===== config.mk =====
export PLATFORM = sky130hd
export DESIGN_NAME = pdtp_ctrl
export DESIGN_NICKNAME = d
export VERILOG_FILES = /design/src/sv/pdtp_pkg.sv /design/src/sv/pdtp_ctrl.sv
export SDC_FILE = /design/constraint.sdc
export NUM_CORES = 1
export LEC_CHECK = 0
export BUFFER_PORTS_ARGS = -buffer_cell sky130_fd_sc_hd__buf_2
export CELL_PAD_IN_SITES_DETAIL_PLACEMENT = 1
export CELL_PAD_IN_SITES_GLOBAL_PLACEMENT = 1
export CORE_UTILIZATION = 32
export CTS_CLUSTER_DIAMETER = 80
export CTS_CLUSTER_SIZE = 8
export DETAILED_ROUTE_END_ITERATION = 7
export GPL_TIMING_DRIVEN = 0
export HOLD_SLACK_MARGIN = 0.15
export MAX_ROUTING_LAYER = met4
export PLACE_DENSITY_LB_ADDON = 0.05
export SYNTH_ARGS = -nofsm -noshare
export SYNTH_HDL_FRONTEND = slang
export SYNTH_SLANG_ARGS = --single-unit

===== constraint.sdc =====
create_clock -name clock -period 2.16 [get_ports clock]
set_input_delay 0.432 -clock clock [delete_from_list [all_inputs] [get_ports clock]]
set_output_delay 0.432 -clock clock [all_outputs]
set_load 0.03 [all_outputs]

===== src/sv/pdtp_pkg.sv =====
// package: shared types and constants for the pc delta table prefetcher
package pdtp_pkg;

   localparam int PC_W     = 48;
   localparam int LINE_W   = 42;
   localparam int DELTA_W  = 48;
   localparam int CSR_IDX_W = 3;
   localparam int CSR_DAT_W = 16;

   localparam logic [CSR_IDX_W-1:0] CSR_MON_RD   = 3'd0;
   localparam logic [CSR_IDX_W-1:0] CSR_MON_WR   = 3'd1;
   localparam logic [CSR_IDX_W-1:0] CSR_CONF_TH  = 3'd2;
   localparam logic [CSR_IDX_W-1:0] CSR_PROB_TH  = 3'd3;
   localparam logic [CSR_IDX_W-1:0] CSR_DEGREE   = 3'd4;
   localparam logic [CSR_IDX_W-1:0] CSR_STRIDE   = 3'd5;
   localparam logic [CSR_IDX_W-1:0] CSR_LSHIFT   = 3'd6;

   localparam logic OP_ACCESS = 1'b0;
   localparam logic OP_LOAD   = 1'b1;

   localparam logic [1:0] KIND_READ  = 2'd0;
   localparam logic [1:0] KIND_WRITE = 2'd1;

   typedef enum logic [2:0] {
      RES_PREFETCH = 3'd0,
      RES_NONE     = 3'd1,
      RES_STORED   = 3'd2,
      RES_FILTERED = 3'd3,
      RES_FULL     = 3'd4
   } res_kind_type;

   typedef struct packed {
      logic              opcode;
      logic [PC_W-1:0]   pc;
      logic [LINE_W-1:0] line_addr;
      logic [1:0]        req_kind;
      logic              speculative;
      logic [3:0]        source_id;
      logic signed [DELTA_W-1:0] byte_delta;
      logic [15:0]       confidence;
      logic [15:0]       probability;
   } req_type;

   typedef struct packed {
      logic [2:0]        result_kind;
      logic [LINE_W-1:0] prefetch_line;
      logic [3:0]        dest_id;
      logic              last;
   } rsp_type;

   typedef struct packed {
      logic        mon_rd;
      logic        mon_wr;
      logic [15:0] conf_th;
      logic [15:0] prob_th;
      logic [3:0]  degree;
      logic        stride;
      logic [3:0]  lshift;
   } cfg_type;

   typedef enum logic [3:0] {
      ST_IDLE,
      ST_SEARCH,
      ST_LOAD_DEC,
      ST_READ,
      ST_READ_WAIT,
      ST_ACC_DEC,
      ST_EMIT,
      ST_STRIDE_EMIT,
      ST_DONE
   } state_type;

   // controller to datapath
   typedef struct packed {
      logic capture;
      logic scan_clear;
      logic scan_step;
      logic load_decide;
      logic read_slot;
      logic read_latch;
      logic acc_decide;
      logic emit_step;
      logic stride_step;
      logic finish;
   } cmd_type;

   // datapath to controller
   typedef struct packed {
      logic is_load;
      logic scan_done;
      logic read_done;
      logic no_fetch;
      logic emit_done;
      logic stride_go;
      logic stride_done;
   } stat_type;

endpackage


===== src/sv/pdtp_ctrl.sv =====
// controller state machine sequencing table search, slot reads and result beats
module pdtp_ctrl (
   input  logic                clock,
   input  logic                reset,
   input  logic                start,
   input  pdtp_pkg::stat_type  stat,
   output logic                busy,
   output pdtp_pkg::cmd_type   cmd
);

   pdtp_pkg::state_type state_ff, state_in;

   always_ff @(posedge clock) begin
      if (reset) begin
         state_ff <= pdtp_pkg::ST_IDLE;
      end else begin
         state_ff <= state_in;
      end
   end

   always_comb begin
      state_in = state_ff;
      cmd      = '0;
      busy     = 1'b1;
      case (state_ff)
         pdtp_pkg::ST_IDLE: begin
            busy = 1'b0;
            if (start) begin
               cmd.capture    = 1'b1;
               cmd.scan_clear = 1'b1;
               state_in       = pdtp_pkg::ST_SEARCH;
            end
         end
         pdtp_pkg::ST_SEARCH: begin
            cmd.scan_step = 1'b1;
            if (stat.scan_done) begin
               state_in = pdtp_pkg::ST_READ;
            end
         end
         pdtp_pkg::ST_LOAD_DEC: begin
            cmd.load_decide = 1'b1;
            state_in        = pdtp_pkg::ST_DONE;
         end
         pdtp_pkg::ST_READ: begin
            cmd.read_slot = 1'b1;
            state_in      = pdtp_pkg::ST_READ_WAIT;
         end
         pdtp_pkg::ST_READ_WAIT: begin
            cmd.read_latch = 1'b1;
            if (stat.read_done) begin
               state_in = stat.is_load ? pdtp_pkg::ST_LOAD_DEC : pdtp_pkg::ST_ACC_DEC;
            end else begin
               state_in = pdtp_pkg::ST_READ;
            end
         end
         pdtp_pkg::ST_ACC_DEC: begin
            cmd.acc_decide = 1'b1;
            if (stat.no_fetch) begin
               state_in = pdtp_pkg::ST_DONE;
            end else begin
               state_in = pdtp_pkg::ST_EMIT;
            end
         end
         pdtp_pkg::ST_EMIT: begin
            cmd.emit_step = 1'b1;
            if (stat.emit_done) begin
               state_in = stat.stride_go ? pdtp_pkg::ST_STRIDE_EMIT : pdtp_pkg::ST_DONE;
            end
         end
         pdtp_pkg::ST_STRIDE_EMIT: begin
            cmd.stride_step = 1'b1;
            if (stat.stride_done) begin
               state_in = pdtp_pkg::ST_DONE;
            end
         end
         pdtp_pkg::ST_DONE: begin
            cmd.finish = 1'b1;
            state_in   = pdtp_pkg::ST_IDLE;
         end
         default: begin
            state_in = pdtp_pkg::ST_IDLE;
         end
      endcase
   end

   a_capture_idle: assert property (@(posedge clock) disable iff (reset)
      cmd.capture |-> state_ff == pdtp_pkg::ST_IDLE) else $error("capture outside idle");
   a_done_to_idle: assert property (@(posedge clock) disable iff (reset)
      state_ff == pdtp_pkg::ST_DONE |=> !busy) else $error("done did not return idle");
   a_wait_after_read: assert property (@(posedge clock) disable iff (reset)
      state_ff == pdtp_pkg::ST_READ |=> state_ff == pdtp_pkg::ST_READ_WAIT)
      else $error("read without wait");

endmodule


=== Word level (Yosys, flattened, before mapping) ===
Cells that the tools add are included.

* Equality and inequality tests: 12
* Reduce and logical (&&, ||, !) cells: 2
* Mux-type cells: 20

{| class="wikitable"
|+ Operators with widths
! kind !! number
|-
| $pmux W4 S8 || 1
|-
| $mux W4 || 6
|-
| $eq A4 B3 Y1 const B || 4
|-
| $mux W1 || 9
|-
| $eq A4 B2 Y1 const B || 2
|-
| $ne A2 B2 Y1 const B || 4
|-
| $mux W3 || 2
|-
| $eq A4 B1 Y1 const B || 1
|-
| $eq A4 B4 Y1 const B || 1
|-
| $logic_not A4 Y1 || 1
|-
| $mux W2 || 2
|-
| $reduce_and A4 Y1 || 1
|}

* Output and inout port bits: 11
* Input bits: 10
* Word-level logic and storage cells: 35
* Register bits: 4

=== Logic depth before layout (Yosys ltp) ===
Gate-level depths: netlist of the first run.

* Depth in word-level cells: 3
* Mapped depth: 6
* Mapped depth without buffers: 4

=== Worst setup path after synthesis of the first run ===
No wires, ideal clock.

* Path type: reg-to-output
* Start point: register state_ff[0]
* End point: output port cmd[0] (netlist bit)
* Cell stages (with the launch flop): 4
* Slack: 108 ps
* Buffers on the path: 2
* Arrival time: 1620 ps
* Data required time: 1728 ps
* Cell sequence: dfxtp_1 -> buf_4 -> buf_2 -> nor4b_1

{| class="wikitable"
|+ RTL lines
! item !! line !! RTL
|-
| from (decl) || pdtp_ctrl.sv:11 || <nowiki>pdtp_pkg::state_type state_ff, state_in;</nowiki>
|-
| from (signal assigned) || pdtp_ctrl.sv:15 || <nowiki>state_ff <= pdtp_pkg::ST_IDLE;</nowiki>
|-
| from (signal assigned) || pdtp_ctrl.sv:17 || <nowiki>state_ff <= state_in;</nowiki>
|-
| to (decl) || pdtp_ctrl.sv:8 || <nowiki>output pdtp_pkg::cmd_type cmd</nowiki>
|}

==> results of run 1 <==
==> metal layers <==
| metal | up-vias | wire length, um | GRT usage (%) | part of all wire [%] |
|---|---|---|---|---|
| li1 | 252 | - | - | - |
| met1 | 213 | 575 | 25.43 | 49 |
| met2 | 13 | 550 | 35.00 | 47 |
| met3 | 0 | 47 | 3.468 | 4.0 |
| met4 | 0 | 0 | 2.586 | 0 |
| met5 | - | 0 | - | 0 |
==> metrics by stage <==
stage	cell area (um^2)	std cells	util, %	setup slack [ns]
6_report	579.3	94	48.84	0.2919
5_1_grt	579.3	94	48.84	0.1964
4_1_cts	579.3	94	48.84	0.2675
3_5_place_dp	556.8	91	46.94	0.5145
3_3_place_gp	556.8	91	46.94	0.5251
2_1_floorplan	439.2	57	-	0.1084
==> cell families (layout without fill, tap and decap cells) <==
logic type	after synthesis	after routing
multiplexers	2	2
AND/OR/NAND/NOR	35	35
AO/OA/AOI/OAI	10	10
buffers and inverters	6	29
flip-flops	4	4
==> tightest hold or removal path, delay by kind of cell <==
family / cells / cell delay, ns
buf+inv: 1 / 0.09
simple gates: 1 / 0.10
compound gates: 1 / 0.06
==> layout by cell type (no fill, tap or decap), types with 2 or more instances in the layout <==
master,n
sky130_fd_sc_hd__a21oi_1,3
sky130_fd_sc_hd__and3b_1,2
sky130_fd_sc_hd__buf_2,21
sky130_fd_sc_hd__buf_4,3
sky130_fd_sc_hd__clkbuf_4,4
sky130_fd_sc_hd__dfxtp_1,4
sky130_fd_sc_hd__mux2i_1,2
sky130_fd_sc_hd__nand2_1,3
sky130_fd_sc_hd__nand2b_1,5
sky130_fd_sc_hd__nor2_1,7
sky130_fd_sc_hd__nor3_1,4
sky130_fd_sc_hd__o21ai_1,3
==> where the power goes <==
group / internal, mW / switching [mW] / leakage [nW]
combinational: 0.107 / 0.178 / 0.237
sequential: 0.0855 / 0.00747 / 0.0327
clock: 0.0619 / 0.0269 / 0.0138
==> layout make-up <==
cell class                 instances  share of cell area, %
buffer                             6                  7.991
sequential                         4                  13.82
clock buffer                       3                  3.888
timing repair buffer              20                  17.28
tap                               14                  3.024
multi-input combinational         47                  54.00
==> worst paths after layout <==
kind               startpoint  cells past startpoint     endpoint  slack, ns
setup / recovery  state_ff[0]                      6       cmd[9]       0.29
hold / removal          reset                      3  state_ff[0]       0.51
setup reg to reg  state_ff[2]                      5  state_ff[3]       0.82
hold reg to reg   state_ff[2]                      2  state_ff[3]       0.71
==> results.md, run 1 <==
- Registers take 80.08 um^2.
- Setup repair after global routing left no endpoint under its margin.
- By area, the combinational part of the netlist is dominated by simple AND/OR/NAND/NOR gates.
- The synthesized netlist devotes 51.57% of its cell area to simple gates.
- The top cell type by area accounts for 18.23% of the synthesized area.
- The number of different library cells used by synthesis comes to 31.
- TritonCTS built the clock tree.
- Summed over all nets, the half-perimeter wirelength after detailed placement is 911 um.
- The count of buffering cells on the critical path with inverters included is 4.
- The largest net degree at the start of global routing is 11.
- The number of flip-flops in the largest register is 4.
- The post-route setup TNS is 0 ns.
- The power consumption is 466.7 uW.
- Among all cell types in the netlist, the one instantiated most often is sky130_fd_sc_hd__nor2_1.
- The critical path arrival is 1.44 ns.
- Counting along the longest clock path gives a buffer depth of 2.
- The number of slew-limit violations in the final report came to 0.
- At the pin with the least slew margin, the transition time is 0.2599 ns.
- The min-delay analysis places its worst path in the category primary input to flop.
- The number of design rule violations left after detail routing is 0.
- The number of antenna violations at the first check in global routing is 0.
- The final weighted congestion in routability-driven placement is 0.7411.
- The worst setup path is launched from a flop.
- The net count of the finished layout is 92.
- The clock reaches the later pin of the worst-skew pair after 0.23 ns.
- The total of buffers placed on input and output ports is 20.
- The required time of the worst setup path is 1.73 ns.
- The routed length per instance is 12.48 um.
- The number of enable flip-flop cells after synthesis is 0.
- CTS built an H-tree with a depth of 1.
- The post-cts repair resize count is 0.
- A synthesized cell averages 7.705 um^2.
- The first global-routing pass estimated 2.076 mm of wire.
- In the final layout, the multi-input gates occupy 312.8 um^2.
- Clock tree synthesis inserted a total of 3 buffers.
- The placeable core region is 1186 um^2.
- Traced cell by cell, the critical path runs through buf_4 -> buf_2 -> nor2_1 -> and3_1 -> buf_4 -> buf_2.
- The number of violations of the max-capacitance limit is 0.
- Of all flip-flops after synthesis, the portion carrying an async set or reset was 0%.
- After filler insertion, the fill cell instance count of the layout stands at 165.
- The headroom to the max-slew limit is 82.63%.
- For this run the aggregate overflow at the end of global routing stands at 0.
- The clock transition at the registers of the reported paths is 0.03 ns.
- The number of warning messages in the yosys log is 0.
- Of all cell types, the one taking the most synthesized area is sky130_fd_sc_hd__dfxtp_1.
- The clock arrives with 0.003919 ns of skew.
- The post-synthesis net count is 67.
- For this design the ratio of total power to cell area is 805.7 nW/um^2.
- The flow ran to the end, and the final reports show no timing, DRC or antenna violations.
- The post-route minimum period is 1.868 ns.
- The library cell contributing the largest single delay on the critical path is sky130_fd_sc_hd__dfxtp_1.
- The clock sink total is 4.
- The largest stage delay on the critical path is 0.29 ns.
- After clock tree synthesis, the setup repair step added 0 buffers.
- The cell family contributing the most delay on the critical path is buffers and inverters.
- For this block, the routed nets add up to 1.173 mm of wire.
- The number of storage elements in the synthesis netlist is 4.
- Detailed routing inserted a total of 478 vias.
- The commonest cells after synthesis are sky130_fd_sc_hd__nor2_1, sky130_fd_sc_hd__nand2b_1, sky130_fd_sc_hd__dfxtp_1, sky130_fd_sc_hd__nor3_1.
- The die height is 39.05 um.
- STA classifies the critical path endpoint as a primary output.
- Hold repair after CTS inserted 0 buffers.
- The maximum fanout along the worst path is 10.
- The mean number of vias per cell is 5.085.
- The largest voltage drop on the vdd net is 0.5093 mV.
- For this run, the detailed router's first-pass iteration total came to 2.
- Of the total synthesized cell area, the portion taken by full adders, half adders and majority gates is 0%.
- The layout-stage area growth over the synthesis result is 31.91%.
- Derived from the worst setup path, the maximum achievable clock frequency is 535.3 MHz.
- Row generation in the floorplan step produced 12 rows.
- The number of standard cells after synthesis is 57.
- The register with the highest flop count is state_ff.
- The die covers 1525 um^2.
- The violation count after the first detailed-route iteration is 1.
- The portion of the clock cycle consumed by the worst path in the final layout is 86.49%.
- The portion of the post-synthesis area used by sequential elements is 18.23%.
- The fraction of final layout cells sized beyond drive strength 1 is 42.50%.
- The synthesized netlist devotes 15.10% of its cell area to compound gates.
- Yosys attributes the largest share of cell area to sky130_fd_sc_hd__dfxtp_1, sky130_fd_sc_hd__nand2b_1, sky130_fd_sc_hd__nor2_1, sky130_fd_sc_hd__buf_4, sky130_fd_sc_hd__mux2i_1.
- The via count of the first global-routing pass is 499.
- The number of diodes added for antenna fixing is 0.
- The largest registers in the layout are state_ff (4).
- The cell chosen for the clock root is sky130_fd_sc_hd__clkbuf_4.
- The type of the worst setup path is flop to primary output.
- The mapped cell area is 439.2 um^2.
- In the synthesized netlist the dominant register cell turns out to be sky130_fd_sc_hd__dfxtp_1.
- The count of nets left with antenna violations once routing finished came out at 0.
- The hold violation count in the final report is 0.
- The width of the die is 39.05 um.
- 21 I/O pins were placed.
- Global routing used 20.37% of the available tracks.
- The synthesized netlist devotes 0% of its cell area to XOR and XNOR gates.
- The starting utilization of the core area is 37.03%.
- After synthesis, the share of cell area in mux cells is 4.558%.
- The number of setup violations in the final report is 0.
- Final hold analysis gives a worst-case slack of 0.5120 ns.
- For this design the static power due to leakage is 0.2831 nW.
Note: power is estimated with default switching activity, not from simulation.
==> inputs of run 2 (changes only) <==
--- a/config.mk
+++ b/config.mk
@@ -5,10 +5,11 @@
 export SDC_FILE = /design/constraint.sdc
 export NUM_CORES = 1
 export LEC_CHECK = 0
+export ABC_AREA = 0
 export BUFFER_PORTS_ARGS = -buffer_cell sky130_fd_sc_hd__buf_2
 export CELL_PAD_IN_SITES_DETAIL_PLACEMENT = 1
 export CELL_PAD_IN_SITES_GLOBAL_PLACEMENT = 1
-export CORE_UTILIZATION = 32
+export CORE_UTILIZATION = 29
 export CTS_CLUSTER_DIAMETER = 80
 export CTS_CLUSTER_SIZE = 8
 export DETAILED_ROUTE_END_ITERATION = 7
@@ -19,3 +20,4 @@
 export SYNTH_ARGS = -nofsm -noshare
 export SYNTH_HDL_FRONTEND = slang
 export SYNTH_SLANG_ARGS = --single-unit
+export TNS_END_PERCENT = 30
==> constraint.sdc (replaced) <==
create_clock -name clock -period 1.98 [get_ports clock]
set_input_delay 0.396 -clock clock [delete_from_list [all_inputs] [get_ports clock]]
set_output_delay 0.396 -clock clock [all_outputs]
set_load 0.03 [all_outputs]
==> results.md, run 2 (synthesis gave the netlist of run 1 again) <==
- The flow ran to the end, and the final reports show no timing, DRC or antenna violations.
- The TritonCTS buffer count is 3 (unchanged).
- The critical path arrival came to 1.43 ns (about the same).
- The total of buffers placed on input and output ports is 20 (unchanged).
- The tightest min-delay check is of the primary input to flop type.
- The slack of the critical path is 0.1540 ns (-0.1379 ns).
- The remaining number of nets flagged by the antenna check after routing is 0 (unchanged).
- The count of buffering cells on the critical path with inverters included was 3 (-1).
- Traced cell by cell, the critical path runs through clkbuf_4 -> nor2_1 -> and3_1 -> buf_4 -> buf_2.
- The number of vias in the routed layout came to 493 (+3.1%).
- The clock sink total is 4 (unchanged).
- The ratio of total power to cell area is 874.7 nW/um^2 (+8.6%).
- The H-tree level count came to 1 (unchanged).
- In this run the most critical hold path is launched from reset.
- The violation count after the first detailed-route iteration was 3 (+2).
- The worst hold path terminates at state_ff[0].
- The die outline area was 1674 um^2 (+9.8%).
- The setup slack at placement is 0.3608 ns (-0.1537 ns).
- The starting utilization of the core area is 32.53% (-4.5 points).
- The number of antenna violations at the first check in global routing is 0 (unchanged).
- The core utilization of the finished layout is 43.10% (-5.7 points).
- The count of boundary I/O pins is 21 (unchanged).
- The internal reg-to-reg setup slack is 0.63 ns (-0.19 ns).
- The via count of the first global-routing pass came to 436 (-13%).
- The headroom to the max-slew limit is 82.30% (-0.33 points).
- The largest net degree at the start of global routing is 11 (unchanged).
- The maximum clock path buffer count is 2 (unchanged).
- The combined global-route utilization of all metal layers was 17.99% (-2.4 points).
- The final routed wirelength across all metal layers is 1.172 mm (about the same).
- The hold violation count in the final report is 0 (unchanged).
- The routed length per instance is 12.47 um (about the same).
- The slew at the pin with the worst max-slew slack is 0.2648 ns (+0.004924 ns).
- The mean number of vias per cell is 5.245 (+3.1%).
- The post-route setup TNS is 0 ns (unchanged).
- The setup skew after layout is 0.004573 ns (+0.0006543 ns).
- The worst setup path is launched from a flop.
- The clock transition at the registers of the reported paths came to 0.03 ns (about the same).
- The net total in the final layout is 91 (-1.1%).
- The cell-internal power is 274.2 uW (+7.8%).
- The iteration count of the initial detailed-routing pass is 3 (+1).
- The total grt overflow is 0 (unchanged).
- The final weighted congestion in routability-driven placement is 0.7017 (-5.3%).
- The number of flip-flops in the largest register came to 4 (unchanged).
- The largest voltage drop on the vdd net is 0.4284 mV (-16%).
- The switching power summed over all nets was 234.7 uW (+10%).
- TritonCTS built the clock tree.
- CTS placed an instance of sky130_fd_sc_hd__clkbuf_4 at the clock tree root.
- The largest stage delay on the critical path is 0.34 ns (+0.05 ns).
- The largest individual stage delay along the critical path comes from the cell sky130_fd_sc_hd__dfxtp_1.
- The width of the die came to 40.92 um (+4.8%).
- The post-route minimum period is 1.826 ns.
- The number of cells on the worst reg-to-reg path is 5 (unchanged).
- Broken down by cell family, the worst path's largest delay share belongs to buffers and inverters.
- The worst register-to-register path begins at state_ff[2].
- Leaving out fill and tap cells, the most frequent cell in the layout is sky130_fd_sc_hd__buf_2.
- The post-cts hold buffer count is 0 (unchanged).
- The number of diodes added for antenna fixing came to 0 (unchanged).
- The layout-stage area growth over the synthesis result is 32.48%.
- The fraction of power consumed by combinational cells is 60.4% (-0.6 points).
- The placeable core region came to 1350 um^2 (+14%).
- Timing would allow up to 547.6 MHz.
- The detailed placer's ending HPWL is 928.2 um (+1.9%).
- The standard-cell row count is 13 (+1).
- The fraction of final layout cells sized beyond drive strength 1 was 43.04% (+0.54 points).
- The worst setup path is of the flop to primary output kind.
- The number of design rule violations left after detail routing came to 0 (unchanged).
- In the layout the commonest cells are sky130_fd_sc_hd__buf_2, sky130_fd_sc_hd__nor2_1, sky130_fd_sc_hd__nand2b_1.
- The count of fill cells added during filler insertion is 183 (+11%).
- Setup repair after global routing left no endpoint under its margin.
- The number of violations of the max-capacitance limit came to 0 (unchanged).
- The required time of the worst setup path is 1.58 ns (-0.15 ns).
- The clock share of power is 19.7% (+0.7 points).
- The register with the most flip-flops in the final layout is state_ff.
- The number of slew-limit violations in the final report is 0 (unchanged).
- The clock insertion delay at the later pin of the skew report was 0.23 ns (about the same).
- The worst hold path depth is 3 (unchanged).
- The number of setup violations in the final report was 0 (unchanged).
- The maximum fanout along the worst path is 10 (unchanged).
- The largest registers in the layout are state_ff (4).
- The global-route wire length before repair is 1.966 mm (-5.3%).
- The leakage power is 0.2801 nW (-1.0%).
- The endpoint class of the critical path is a primary output.
- The proportion of total power due to net switching is 46.12% (+0.61 points).
- Dividing the final minimum period by the clock period gives 92.22%.
- In this run the critical register-to-register path is captured at state_ff[3].
- The part of the power in registers was 19.9% (about the same).
- The die height is 40.92 um (+4.8%).
==> run 2: cell count changes in the layout (fill, tap and decap cells not counted) <==
cell / before / now
sky130_fd_sc_hd__nor4b_1: 1 / 0
sky130_fd_sc_hd__buf_2: 21 / 20
sky130_fd_sc_hd__nor4b_2: 1 / 2
==> run 2: routing by layer <==
layer	up-vias	global-route usage (%)	part of all wire, %
li1	248	-	-
met1	227	24.43	51
met2	16	28.13	42
met3	2	1.630	5.1
met4	0	5.000	1.4
met5	-	-	0
==> run 2: metrics by stage <==
| step | hold WS [ns] | cell area [um^2] | instances | power (mW) |
|---|---|---|---|---|
| 2_1_floorplan | 0.5701 | 445.4 | 57 | 0.3438 |
| 3_3_place_gp | 0.7012 | 564.3 | 92 | 0.4194 |
| 3_5_place_dp | 0.6918 | 564.3 | 92 | 0.4208 |
| 4_1_cts | 0.4558 | 586.8 | 95 | 0.5218 |
| 5_1_grt | 0.4682 | 581.8 | 94 | 0.5559 |
| 6_report | 0.4568 | 581.8 | 94 | 0.5089 |
==> run 2: worst register-to-register path: stages (launching register included) <==
cell and delay (ns):
sky130_fd_sc_hd__dfxtp_1 0.39, sky130_fd_sc_hd__clkbuf_4 0.24, sky130_fd_sc_hd__nor3_2 0.06, sky130_fd_sc_hd__a22oi_2 0.21
sky130_fd_sc_hd__nand2_2 0.11, sky130_fd_sc_hd__nor4_2 0.26
==> run 2: worst max-delay path by stage <==
stage,endpoint,startpoint,cells past startpoint
final,cmd[9],state_ff[2],5
after global routing,cmd[9],state_ff[2],5
after CTS,cmd[9],state_ff[0],6
after detailed placement,cmd[9],state_ff[0],6
after global placement,cmd[9],state_ff[0],6
after floorplan,cmd[7],state_ff[0],4
==> run 2: area by class of cell <==
cell class | instances | area [um^2] | area share (%)
clock buffer | 3 | 22.52 | 3.871
buffer | 5 | 41.29 | 7.097
multi-input combinational | 47 | 319.1 | 54.84
timing repair buffer | 20 | 100.1 | 17.20
tap | 15 | 18.77 | 3.226
sequential | 4 | 80.08 | 13.76
==> run 2: repair_timing <==
action,in CTS,in global routing
endpoints found under the setup margin,0,1
gates resized for setup,0,0
buffers inserted,0,0
==> run 2: power by group through the flow <==
stage          registers [mW]  logic (mW)  clock network, mW
5_1_grt                 0.103       0.340              0.113
3_5_place_dp            0.102       0.318                  0
4_1_cts                 0.101       0.319              0.101
3_3_place_gp            0.103       0.317                  0
2_1_floorplan           0.100       0.243                  0
6_report                0.101       0.307              0.100
==> inputs of run 3 (changes only) <==
--- a/config.mk
+++ b/config.mk
@@ -6,10 +6,10 @@
 export NUM_CORES = 1
 export LEC_CHECK = 0
 export ABC_AREA = 0
-export BUFFER_PORTS_ARGS = -buffer_cell sky130_fd_sc_hd__buf_2
+export BUFFER_PORTS_ARGS = -buffer_cell sky130_fd_sc_hd__clkbuf_2
 export CELL_PAD_IN_SITES_DETAIL_PLACEMENT = 1
 export CELL_PAD_IN_SITES_GLOBAL_PLACEMENT = 1
-export CORE_UTILIZATION = 29
+export CORE_UTILIZATION = 32
 export CTS_CLUSTER_DIAMETER = 80
 export CTS_CLUSTER_SIZE = 8
 export DETAILED_ROUTE_END_ITERATION = 7
==> constraint.sdc (replaced) <==
create_clock -name clock -period 2.2 [get_ports clock]
set_input_delay 0.44 -clock clock [delete_from_list [all_inputs] [get_ports clock]]
set_output_delay 0.44 -clock clock [all_outputs]
set_load 0.03 [all_outputs]
==> results.md, run 3 (synthesis gave the netlist of run 1 again) <==
- The fraction of power consumed by combinational cells is 60.2% (-0.2 points).
- The final routed wirelength across all metal layers is 1.140 mm (-2.7%).
- The worst setup path is of the flop to primary output kind.
- The post-route setup TNS is 0 ns (unchanged).
- STA classifies the critical path startpoint as a flop.
- The number of flip-flops in the largest register is 4 (unchanged).
- The part of the power in registers is 19.6% (-0.3 points).
- The remaining number of nets flagged by the antenna check after routing is 0 (unchanged).
- The largest stage delay on the critical path is 0.29 ns (-0.05 ns).
- The iteration count of the initial detailed-routing pass is 3 (unchanged).
- The cell family contributing the most delay on the critical path is buffers and inverters.
- The flow ran to the end, and the final reports show no timing, DRC or antenna violations.
- The worst path needs 1.905 ns of the cycle, external delays included.
- The maximum fanout along the worst path is 10 (unchanged).
- The most common cell after layout, fill and taps aside is sky130_fd_sc_hd__clkbuf_2.
- The number of vias in the routed layout came to 468 (-5.1%).
- The global-route track usage on met3 is 2.312% (+0.68 points).
- The via count of the first global-routing pass was 461 (+5.7%).
- The final-layout worst hold slack was 0.5165 ns (+0.05973 ns).
- The clock sink total is 4 (unchanged).
- The clock share of power came to 20.2% (+0.5 points).
- The global-route track usage on met1 is 23.63% (-0.80 points).
- The width of the die is 39.05 um (-4.6%).
- The total of buffers placed on input and output ports was 20 (unchanged).
- The TritonCTS buffer count is 3 (unchanged).
- The global-route wire length before repair is 1.938 mm (-1.4%).
- The post-cts repair resize count is 0 (unchanged).
- The final weighted congestion in routability-driven placement is 0.7399 (+5.4%).
- The placeable core region is 1186 um^2 (-12%).
- The area growth from synthesis to layout is 31.91%.
- The combined global-route utilization of all metal layers is 19.24% (+1.3 points).
- The number of diodes added for antenna fixing is 0 (unchanged).
- The violation count after the first detailed-route iteration was 5 (+2).
- The number of post-CTS setup repair buffers is 0 (unchanged).
- The number of design rule violations left after detail routing is 0 (unchanged).
- The count of buffering cells on the critical path with inverters included is 4 (+1).
- The starting utilization of the core area is 37.03% (+4.5 points).
- The number of violations of the max-capacitance limit is 0 (unchanged).
- The largest net degree at the start of global routing came to 11 (unchanged).
- The worst setup path is captured at a primary output.
- After global routing, the most crowded layer is met2.
- The placed standard-cell area came to 556.8 um^2 (-1.3%).
- The core utilization of the finished layout came to 48.84% (+5.7 points).
- Ranked by flip-flop count, first place goes to state_ff.
- By instance count, the cell type seen most on the critical path is sky130_fd_sc_hd__buf_4.
- The cell-internal power is 249.2 uW (-9.1%).
- The internal reg-to-reg setup slack came to 0.86 ns (+0.23 ns).
- The worst path uses 86.61% of the clock period.
- The min-delay analysis places its worst path in the category primary input to flop.
- The mean number of vias per cell was 4.979 (-5.1%).
- The routed length per instance is 12.13 um (-2.7%).
- The switching power summed over all nets is 216.7 uW (-7.7%).
- The number of slew-limit violations in the final report is 0 (unchanged).
- In the final layout, the registers with the most flip-flops are state_ff (4).
- The count of boundary I/O pins was 21 (unchanged).
- The leakage power is 0.2778 nW (-0.84%).
- The headroom to the max-slew limit is 83.72% (+1.4 points).
- The cell chosen for the clock root is sky130_fd_sc_hd__clkbuf_4.
- The detailed placer's ending HPWL is 911.1 um (-1.8%).
- The fraction of final layout cells sized beyond drive strength 1 is 42.50% (-0.54 points).
- The ratio of total power to cell area is 804.3 nW/um^2 (-8.0%).
- The maximum clock path buffer count came to 2 (unchanged).
- The post-cts hold buffer count is 0 (unchanged).
- The required time of the worst setup path is 1.76 ns (+0.18 ns).
- The largest voltage drop on the vdd net is 0.3685 mV (-14%).
- The library cell contributing the largest single delay on the critical path is sky130_fd_sc_hd__dfxtp_1.
- The critical path arrival is 1.47 ns (+0.04 ns).
- The power consumption is 465.9 uW (-8.4%).
- The die height came to 39.05 um (-4.6%).
- The signal on the critical path passes through buf_4 -> buf_2 -> nor2_1 -> and3_1 -> buf_4 -> clkbuf_2.
- The number of setup violations in the final report was 0 (unchanged).
- The number of antenna violations at the first check in global routing is 0 (unchanged).
- The CTS tree is done.
- The clock transition at the registers of the reported paths is 0.04 ns (about the same).
- The met2 demand-to-capacity share in global routing is 31.67% (+3.5 points).
- The total grt overflow is 0 (unchanged).
- Setup repair after global routing left no endpoint under its margin.
- In the layout the commonest cells are sky130_fd_sc_hd__clkbuf_2, sky130_fd_sc_hd__nor2_1, sky130_fd_sc_hd__nand2b_1.
- The hold violation count in the final report is 0 (unchanged).
- The H-tree level count is 1 (unchanged).
- The proportion of total power due to net switching is 46.51% (+0.39 points).
- The final instance area is 579.3 um^2 (-0.43%).
- The setup skew after layout was 0.003246 ns (-0.001327 ns).
- The slew at the pin with the worst max-slew slack came to 0.2409 ns (-0.02393 ns).
- The standard-cell row count is 12 (-1).
- The timing-limited maximum frequency is 524.8 MHz.
- The clock insertion delay at the later pin of the skew report is 0.23 ns (about the same).
- The die outline area is 1525 um^2 (-8.9%).
- The net total in the final layout came to 92 (+1.1%).
run 3: cell count changes in the layout (fill, tap and decap cells not counted):
| cell | before | now |
|---|---|---|
| sky130_fd_sc_hd__clkbuf_2 | 0 | 20 |
| sky130_fd_sc_hd__nor4b_1 | 0 | 1 |
| sky130_fd_sc_hd__nor4b_2 | 2 | 1 |
| sky130_fd_sc_hd__buf_2 | 20 | 1 |
run 3: final timing paths:
check | from | depth (start not counted) | to
setup / recovery | state_ff[0] | 6 | cmd[9]
setup reg to reg | state_ff[0] | 6 | state_ff[2]
hold reg to reg | state_ff[2] | 2 | state_ff[3]
hold / removal | reset | 3 | state_ff[0]
run 3: power groups by stage:
stage                     combinational (mW)  clock (mW)  sequential (mW)
after floorplan                        0.217           0           0.0904
after global placement                 0.281           0           0.0923
after detailed placement               0.284           0           0.0924
after CTS                              0.284      0.0996           0.0911
after global routing                   0.308       0.104           0.0927
final                                  0.281      0.0942           0.0912
run 3: worst register-to-register path, stage by stage, from the launching register on:
cell and delay [ns]:
sky130_fd_sc_hd__dfxtp_1 0.30, sky130_fd_sc_hd__buf_4 0.15, sky130_fd_sc_hd__buf_2 0.22, sky130_fd_sc_hd__nand3b_1 0.14, sky130_fd_sc_hd__a21oi_1 0.08, sky130_fd_sc_hd__a211oi_1 0.26, sky130_fd_sc_hd__o21ai_1 0.08
run 3: through the flow:
stage               setup WS [ns]  std cells
global route               0.1914         94
CTS                        0.2756         94
floorplan                  0.1404         57
detailed placement         0.5336         91
global placement           0.5447         91
finish                     0.2946         94
run 3: layout make-up:
| class | instances | area (um^2) |
|---|---|---|
| clock buffer | 3 | 22.52 |
| sequential | 4 | 80.08 |
| multi-input combinational | 47 | 312.8 |
| fill | 162 | 606.8 |
| buffer | 6 | 46.29 |
| tap | 14 | 17.52 |
| timing repair buffer | 20 | 100.1 |
run 3: metal layers:
layer	vias up	part of all wire, %
met1	204	48
li1	251	-
met3	0	4.0
met5	-	0
met4	0	0
met2	13	48
